`config.mk`:
```
export PLATFORM = sky130hd
export DESIGN_NAME = priority_task_scheduler
export DESIGN_NICKNAME = d
export VERILOG_FILES = /design/src/rtl/core/pts_pkg.sv /design/src/rtl/core/pts_ram.sv /design/src/rtl/core/priority_task_scheduler.sv
export SDC_FILE = /design/constraint.sdc
export NUM_CORES = 1
export LEC_CHECK = 0
export BUFFER_PORTS_ARGS = -buffer_cell sky130_fd_sc_hd__clkbuf_2
export CORE_MARGIN = 2
export CORE_UTILIZATION = 40
export CTS_BUF_LIST = sky130_fd_sc_hd__clkbuf_8
export DETAILED_ROUTE_END_ITERATION = 8
export PLACE_DENSITY = 0.58
export SLEW_MARGIN = 20
export SYNTH_ARGS = -nofsm -noshare
export SYNTH_HDL_FRONTEND = slang
export SYNTH_SLANG_ARGS = --single-unit
```
`constraint.sdc`:
```
create_clock -name aclk -period 11.75 [get_ports aclk]
set_input_delay 0.5875 -clock aclk [delete_from_list [all_inputs] [get_ports aclk]]
set_output_delay 0.5875 -clock aclk [all_outputs]
set_load 0.03 [all_outputs]
```
`src/rtl/core/pts_pkg.sv`:
```
// Package for the priority task scheduler: sizes, command codes and slot state codes.
// Depends on nothing; the scheduler top level and the bench import it.
package pts_pkg;

    localparam int NUM_TASKS     = 8;
    localparam int TIMEOUT_WIDTH = 32;
    localparam int SLOT_W        = $clog2(NUM_TASKS);
    localparam int ENTRY_W       = 2 + TIMEOUT_WIDTH;

    typedef enum logic [1:0] {
        CMD_ADD   = 2'd0,
        CMD_SLEEP = 2'd1,
        CMD_TICK  = 2'd2
    } cmd_t;

    typedef logic [1:0] slot_state_t;

    localparam slot_state_t SLOT_EMPTY = 2'd0;
    localparam slot_state_t SLOT_READY = 2'd1;
    localparam slot_state_t SLOT_WAIT  = 2'd2;

endpackage

```
`src/rtl/core/pts_ram.sv`:
```
// Generic simple dual-port RAM: one write port and one read port with registered data.
// Uses no package; the scheduler keeps its slot table in one instance.
module pts_ram #(
    parameter int WIDTH = 8,
    parameter int DEPTH = 8
) (
    input  logic                     aclk,
    input  logic                     we,
    input  logic [$clog2(DEPTH)-1:0] waddr,
    input  logic [WIDTH-1:0]         wdata,
    input  logic                     re,
    input  logic [$clog2(DEPTH)-1:0] raddr,
    output logic [WIDTH-1:0]         rdata
);

    logic [WIDTH-1:0] mem [DEPTH];

    always_ff @(posedge aclk) begin
        if (we) begin
            mem[waddr] <= wdata;
        end
        if (re) begin
            rdata <= mem[raddr];
        end
    end

endmodule

```
`src/rtl/core/priority_task_scheduler.sv`:
```
// Top level of the fixed-priority task scheduler with sleep timeouts.
// Depends on pts_pkg and on pts_ram, which holds the state and timeout of every slot.

// Each input word carries a command. An add writes its slot on acceptance and puts its
// result in the output register from the done state. A tick, or a sleep while a task runs,
// scans the slot table from the highest added slot down, one slot per cycle through the
// single read port of the slot RAM, and scans at most NUM_TASKS - 1 slots. One word is
// worked on at a time; a new word is accepted while the last result still waits in the
// output register. After reset every slot reads as empty through per-slot valid flags,
// so no clearing pass is needed.
module priority_task_scheduler
    import pts_pkg::*;
(
    input  logic        aclk,
    input  logic        aresetn,
    // Input word, from bit 0: task_id[2:0], sleep_time[34:3], zero fill.
    input  logic [39:0] s_axis_tdata,
    // Input kind, from bit 0: cmd[1:0].
    input  logic [1:0]  s_axis_tuser,
    input  logic        s_axis_tvalid,
    output logic        s_axis_tready,
    // Result word, from bit 0: chosen_task[2:0], switch_request[3], zero fill.
    output logic [7:0]  m_axis_tdata,
    output logic        m_axis_tvalid,
    input  logic        m_axis_tready
);

    typedef enum logic [1:0] {
        ST_IDLE,
        ST_START,
        ST_SCAN,
        ST_DONE
    } state_t;

    state_t                 state_reg, state_next;
    logic [SLOT_W-1:0]      scan_reg, scan_next;
    logic [SLOT_W-1:0]      top_slot_reg, top_slot_next;
    logic [SLOT_W-1:0]      running_reg, running_next;
    logic                   running_valid_reg, running_valid_next;
    logic [NUM_TASKS-1:0]   valid_reg, valid_next;
    logic [SLOT_W-1:0]      res_task_reg, res_task_next;
    logic                   res_sw_reg, res_sw_next;
    logic                   m_valid_reg, m_valid_next;
    logic [SLOT_W-1:0]      m_task_reg, m_task_next;
    logic                   m_sw_reg, m_sw_next;

    logic                   ram_we, ram_re;
    logic [SLOT_W-1:0]      ram_waddr, ram_raddr;
    logic [ENTRY_W-1:0]     ram_wdata, ram_rdata;

    logic [1:0]             in_cmd;
    logic [2:0]             in_task_id;
    logic [31:0]            in_sleep_time;
    logic                   in_accept;
    logic                   add_ok;
    logic [SLOT_W-1:0]      add_slot;

    logic [ENTRY_W-1:0]     entry;
    slot_state_t            entry_state;
    logic [TIMEOUT_WIDTH-1:0] entry_time, time_dec;
    logic                   slot_ready;
    logic                   do_pick;
    logic [SLOT_W-1:0]      pick_slot;

    assign in_cmd        = s_axis_tuser;
    assign in_task_id    = s_axis_tdata[2:0];
    assign in_sleep_time = s_axis_tdata[34:3];
    assign s_axis_tready = (state_reg == ST_IDLE);
    assign in_accept     = s_axis_tvalid && s_axis_tready;
    assign add_ok        = 32'(in_task_id) < 32'(NUM_TASKS);
    assign add_slot      = SLOT_W'(32'(in_task_id));

    assign m_axis_tvalid = m_valid_reg;
    assign m_axis_tdata  = {4'b0, m_sw_reg, 3'(m_task_reg)};

    // A slot never written since reset reads as empty with a zero timeout.
    assign entry       = valid_reg[scan_reg] ? ram_rdata : '0;
    assign entry_state = entry[ENTRY_W-1:TIMEOUT_WIDTH];
    assign entry_time  = entry[TIMEOUT_WIDTH-1:0];
    assign time_dec    = entry_time - 1'b1;

    pts_ram #(
        .WIDTH(ENTRY_W),
        .DEPTH(NUM_TASKS)
    ) u_slot_ram (
        .aclk  (aclk),
        .we    (ram_we),
        .waddr (ram_waddr),
        .wdata (ram_wdata),
        .re    (ram_re),
        .raddr (ram_raddr),
        .rdata (ram_rdata)
    );

    always_comb begin
        state_next         = state_reg;
        scan_next          = scan_reg;
        top_slot_next      = top_slot_reg;
        running_next       = running_reg;
        running_valid_next = running_valid_reg;
        valid_next         = valid_reg;
        res_task_next      = res_task_reg;
        res_sw_next        = res_sw_reg;
        m_valid_next       = m_valid_reg && !m_axis_tready;
        m_task_next        = m_task_reg;
        m_sw_next          = m_sw_reg;
        ram_we             = 1'b0;
        ram_waddr          = scan_reg;
        ram_wdata          = '0;
        ram_re             = 1'b0;
        ram_raddr          = scan_reg;
        slot_ready         = 1'b0;
        do_pick            = 1'b0;
        pick_slot          = '0;

        case (state_reg)
            ST_IDLE: begin
                if (in_accept) begin
                    // Commands that do not schedule report the running task, no switch.
                    res_task_next = running_reg;
                    res_sw_next   = 1'b0;
                    scan_next     = top_slot_reg;
                    state_next    = ST_DONE;
                    case (in_cmd)
                        CMD_ADD: begin
                            if (add_ok) begin
                                ram_we    = 1'b1;
                                ram_waddr = add_slot;
                                ram_wdata = {SLOT_READY, {TIMEOUT_WIDTH{1'b0}}};
                                valid_next[add_slot] = 1'b1;
                                if (add_slot > top_slot_reg) begin
                                    top_slot_next = add_slot;
                                end
                            end
                        end
                        CMD_SLEEP: begin
                            if (running_valid_reg) begin
                                ram_we    = 1'b1;
                                ram_waddr = running_reg;
                                ram_wdata = {SLOT_WAIT, in_sleep_time[TIMEOUT_WIDTH-1:0]};
                                valid_next[running_reg] = 1'b1;
                                state_next = ST_START;
                            end
                        end
                        CMD_TICK: begin
                            state_next = ST_START;
                        end
                        default: begin
                            state_next = ST_DONE;
                        end
                    endcase
                end
            end
            ST_START: begin
                if (scan_reg == '0) begin
                    do_pick = 1'b1;
                end else begin
                    ram_re     = 1'b1;
                    state_next = ST_SCAN;
                end
            end
            ST_SCAN: begin
                if (entry_state == SLOT_WAIT) begin
                    ram_we     = 1'b1;
                    ram_waddr  = scan_reg;
                    slot_ready = (time_dec == '0);
                    ram_wdata  = {slot_ready ? SLOT_READY : SLOT_WAIT, time_dec};
                end else begin
                    slot_ready = (entry_state == SLOT_READY);
                end
                if (slot_ready) begin
                    do_pick   = 1'b1;
                    pick_slot = scan_reg;
                end else if (scan_reg == SLOT_W'(1)) begin
                    do_pick = 1'b1;
                end else begin
                    // Next slot down is read while this one, if waiting, is written back.
                    ram_re    = 1'b1;
                    ram_raddr = scan_reg - 1'b1;
                    scan_next = scan_reg - 1'b1;
                end
            end
            ST_DONE: begin
                if (!m_valid_reg || m_axis_tready) begin
                    m_valid_next = 1'b1;
                    m_task_next  = res_task_reg;
                    m_sw_next    = res_sw_reg;
                    state_next   = ST_IDLE;
                end
            end
            default: begin
                state_next = ST_IDLE;
            end
        endcase

        if (do_pick) begin
            res_task_next      = pick_slot;
            res_sw_next        = !running_valid_reg || (running_reg != pick_slot);
            running_next       = pick_slot;
            running_valid_next = 1'b1;
            state_next         = ST_DONE;
        end
    end

    always_ff @(posedge aclk) begin
        if (!aresetn) begin
            state_reg         <= ST_IDLE;
            scan_reg          <= '0;
            top_slot_reg      <= '0;
            running_reg       <= '0;
            running_valid_reg <= 1'b0;
            valid_reg         <= '0;
            m_valid_reg       <= 1'b0;
        end else begin
            state_reg         <= state_next;
            scan_reg          <= scan_next;
            top_slot_reg      <= top_slot_next;
            running_reg       <= running_next;
            running_valid_reg <= running_valid_next;
            valid_reg         <= valid_next;
            m_valid_reg       <= m_valid_next;
        end
        res_task_reg <= res_task_next;
        res_sw_reg   <= res_sw_next;
        m_task_reg   <= m_task_next;
        m_sw_reg     <= m_sw_next;
    end

    // The scan stays within the added slots and never reaches the idle slot.
    assert property (@(posedge aclk) disable iff (!aresetn)
        (state_reg == ST_SCAN) |-> (scan_reg != '0) && (scan_reg <= top_slot_reg))
        else $error("scan index out of range");

    // Write-back and look-ahead read never hit the same slot in one cycle.
    assert property (@(posedge aclk) disable iff (!aresetn)
        (ram_we && ram_re) |-> (ram_waddr != ram_raddr))
        else $error("slot RAM read and write collide");

    // Once a task has been scheduled, some task is always running.
    assert property (@(posedge aclk) disable iff (!aresetn)
        running_valid_reg |=> running_valid_reg)
        else $error("running flag dropped");

    // A waiting slot is only ever read from a slot that was written.
    assert property (@(posedge aclk) disable iff (!aresetn)
        (state_reg == ST_SCAN && entry_state == SLOT_WAIT) |-> valid_reg[scan_reg])
        else $error("waiting state read from unwritten slot");

    // An accepted word always ends in the output stage before the next is taken.
    assert property (@(posedge aclk) disable iff (!aresetn)
        in_accept |=> !s_axis_tready)
        else $error("input accepted twice without a result");

endmodule

```
==> metrics.yaml <==
status: "finished, final reports clean"
synth.distinct_cells: 73
ys_ff_latch: 335
crit_path_start_kind: "register"
cts_buffer_depth: 3
seq_area_frac_synth_pct: 66.93
io_pins: 56
diodes: 0
avgSynthCellArea_sq_um: 14.58
final_cell_area_sq_um: 16470
overflow: 0
viasPerCell: 5.572
routed_wl_um: 35530
irDropWorstVdd_uv: 203.8
power_uw: 3575
worstHoldPathCells: 2
syn_inst: 1009
worstPathRequired_ns: 12.02
reg2reg_to: "u_slot_ram.rdata[16]"
ys.flop_type: "edfxtp_1"
reg2reg_slack_ns: 4.62
fp-row-count: 70
grt_pass1_vias: 8618
grt_max_degree: 49
post_dp_cell_area_sq_um: 15450
hold_viol_final: 0
hold_buffers: 0
cts_buffers: 56
r2r_cells: 16
min_path_type: "input pin to register"
power_frac_comb_pct: 30.9
clkLatencyLatePin_ns: 0.59
yosysTopAreaCellShare_pct: 64.08
initial_core_util_pct: 40.39
synth_common_cells: "edfxtp_1, mux2i_1, nand2_1"
regArea_sq_um: 9849
die_x_um: 195.8
synth_area_sq_um: 14720
slew_headroom_pct: 26.03
globalplace.congestion: 0.8358
finalSetupTns_ns: 0
grt_pass1_wl_um: 53510
swShare_pct: 34.30
pwr-share-seq_pct: 42.8
tightestPinTransition_ns: 1.106
drt_iter0_markers: 827
post-route-util_pct: 45.21
drv_cap: 0
cts.clk_slew.worst_paths_ns: 0.06
power.share.clock_pct: 26.4
htreeDepth: 2
yosysTopAreaCell: "edfxtp_1"
async_flop_share_pct: 0
setup_violations: 0
final.setup_skew_ns: 0.01757
antenna_left: 0
arrival_ns: 7.40
antenna_found_initial: 0
fillers: 3286
fin_crit_ns: 7.130
worst-path-max-fanout: 48
area_delta_synth_final_pct: 11.95
p_sw_uw: 1226
grt.total_usage_pct: 18.57
synth.area.top_cells: "edfxtp_1, mux2i_1, dfxtp_1"
synth_edf_count: 314
cts_tree: "done"
crit_path_end_kind: "register"
worstSetupPathType: "register to register"
leakage_uw: 0.006061
regToRegStartpoint: "scan_reg[0]"
ys_warn_count: 0
drc: 0
clockRootBuffer: "clkbuf_8"
yosysMostFrequentCell: "edfxtp_1"
final_max_slew_viol_count: 0
drive_gt1_share_pct: 15.57
p_per_area_nw_per_um2: 217.0
vias: 8871
dp_hpwl_um: 19980
timing.fmax_ghz: 0.1403
core_area_sq_um: 36430
dieArea_sq_um: 38340
internal_power_uw: 2348
cts_setup_buffers: 0
die_h_um: 195.8
min_to: "running_reg[0]"
finalNetCount: 1136
largest_reg_flops: 272
timing.final.crit_share_pct: 60.68
rsz0062_at_grt: "no"
ctsResizeCount: 0
first_pass_iters: 5
port_buffers: 46
multiInputGateArea_sq_um: 4584
cts.sinks: 335
wl_per_cell_um: 22.32
hp-start: "aresetn"
worst max path at each step:
stage,start,to,slack [ns],cells after the start
finish,scan_reg[0],u_slot_ram.rdata[16],4.62,16
CTS,scan_reg[0],u_slot_ram.rdata[16],4.61,16
floorplan,scan_reg[0],u_slot_ram.rdata[0],5.25,16
detailed placement,scan_reg[0],u_slot_ram.rdata[16],4.63,16
global placement,scan_reg[0],u_slot_ram.rdata[15],4.74,16
global route,scan_reg[0],u_slot_ram.rdata[27],4.19,16
cell families (layout without fill, tap and decap cells):
family	after synthesis	after routing	share of synthesized area, %
AO/OA/AOI/OAI	207	207	10.30
XOR/XNOR	19	19	1.131
adder cells (fa/ha/maj)	12	12	1.020
buffers and inverters	74	186	2.644
flip-flops	335	335	66.93
multiplexers	147	147	10.24
other	1	4	0.02548
AND/OR/NAND/NOR	214	214	7.712
metal layers:
| metal | GRT usage, % | vias to the layer above | routed length, um |
|---|---|---|---|
| met5 | 0 | - | 0 |
| li1 | - | 4140 | - |
| met2 | 30.32 | 281 | 16870 |
| met4 | 4.798 | 0 | 581 |
| met1 | 25.86 | 4387 | 16190 |
| met3 | 3.215 | 63 | 1886 |
metrics by stage:
step	instances	hold WS, ns	setup slack, ns
6_report	1592	0.2970	4.620
3_3_place_gp	1488	0.4030	4.737
2_1_floorplan	1012	0.4003	5.252
5_1_grt	1592	0.2881	4.193
4_1_cts	1592	0.2504	4.615
3_5_place_dp	1488	0.4054	4.628
worst max-delay path: stages (launching register included):
cell      delay (ns)
dfxtp_1         0.53
mux4_2          0.56
mux2_2          0.27
buf_4           0.26
nand2_1         0.17
ha_1            0.75
inv_1           0.36
nor3_4          0.35
nand2_1         0.10
a221o_1         0.41
a211oi_1        0.32
and4_1          0.38
a21oi_1         0.20
nor2_4          0.71
buf_4           0.86
mux2i_1         0.31
o221ai_1        0.18
placed cells by master (no fill, tap or decap), drive strengths merged, types with 3 or more instances in the layout:
cell      n
edfxtp  314
mux2i   140
clkbuf  105
nand2    56
nor2     49
inv      38
a21oi    36
o21ai    35
o22a     33
o221ai   33
clkinv   24
dfxtp    21
buf      18
nor3     17
nand3    14
o22ai    14
nor4     14
ha       12
xor2     11
or4      11
a22o     10
nand4     9
a32o      9
xnor2     8
or3       8
nor2b     8
o31ai     8
and2      8
a21o      6
or2       6
nand2b    6
a31oi     5
mux2      5
conb      4
and3      3
o21a      3
final cells by class:
type	instances	share of cell area, %
tap	468	3.555
timing repair buffer	64	2.218
inverter	18	0.4101
sequential	335	59.79
clock inverter	45	1.268
multi-input combinational	603	27.83
clock buffer	59	4.929
power groups by stage:
stage | Sequential, uW | Combinational, uW | Clock, uW
final | 1530 | 1100 | 942
after global routing | 1540 | 1200 | 1020
after CTS | 1530 | 1110 | 967
after detailed placement | 1550 | 1110 | 0
after global placement | 1550 | 1110 | 0
after floorplan | 1530 | 832 | 0
Note: power is estimated with default switching activity, not from simulation.
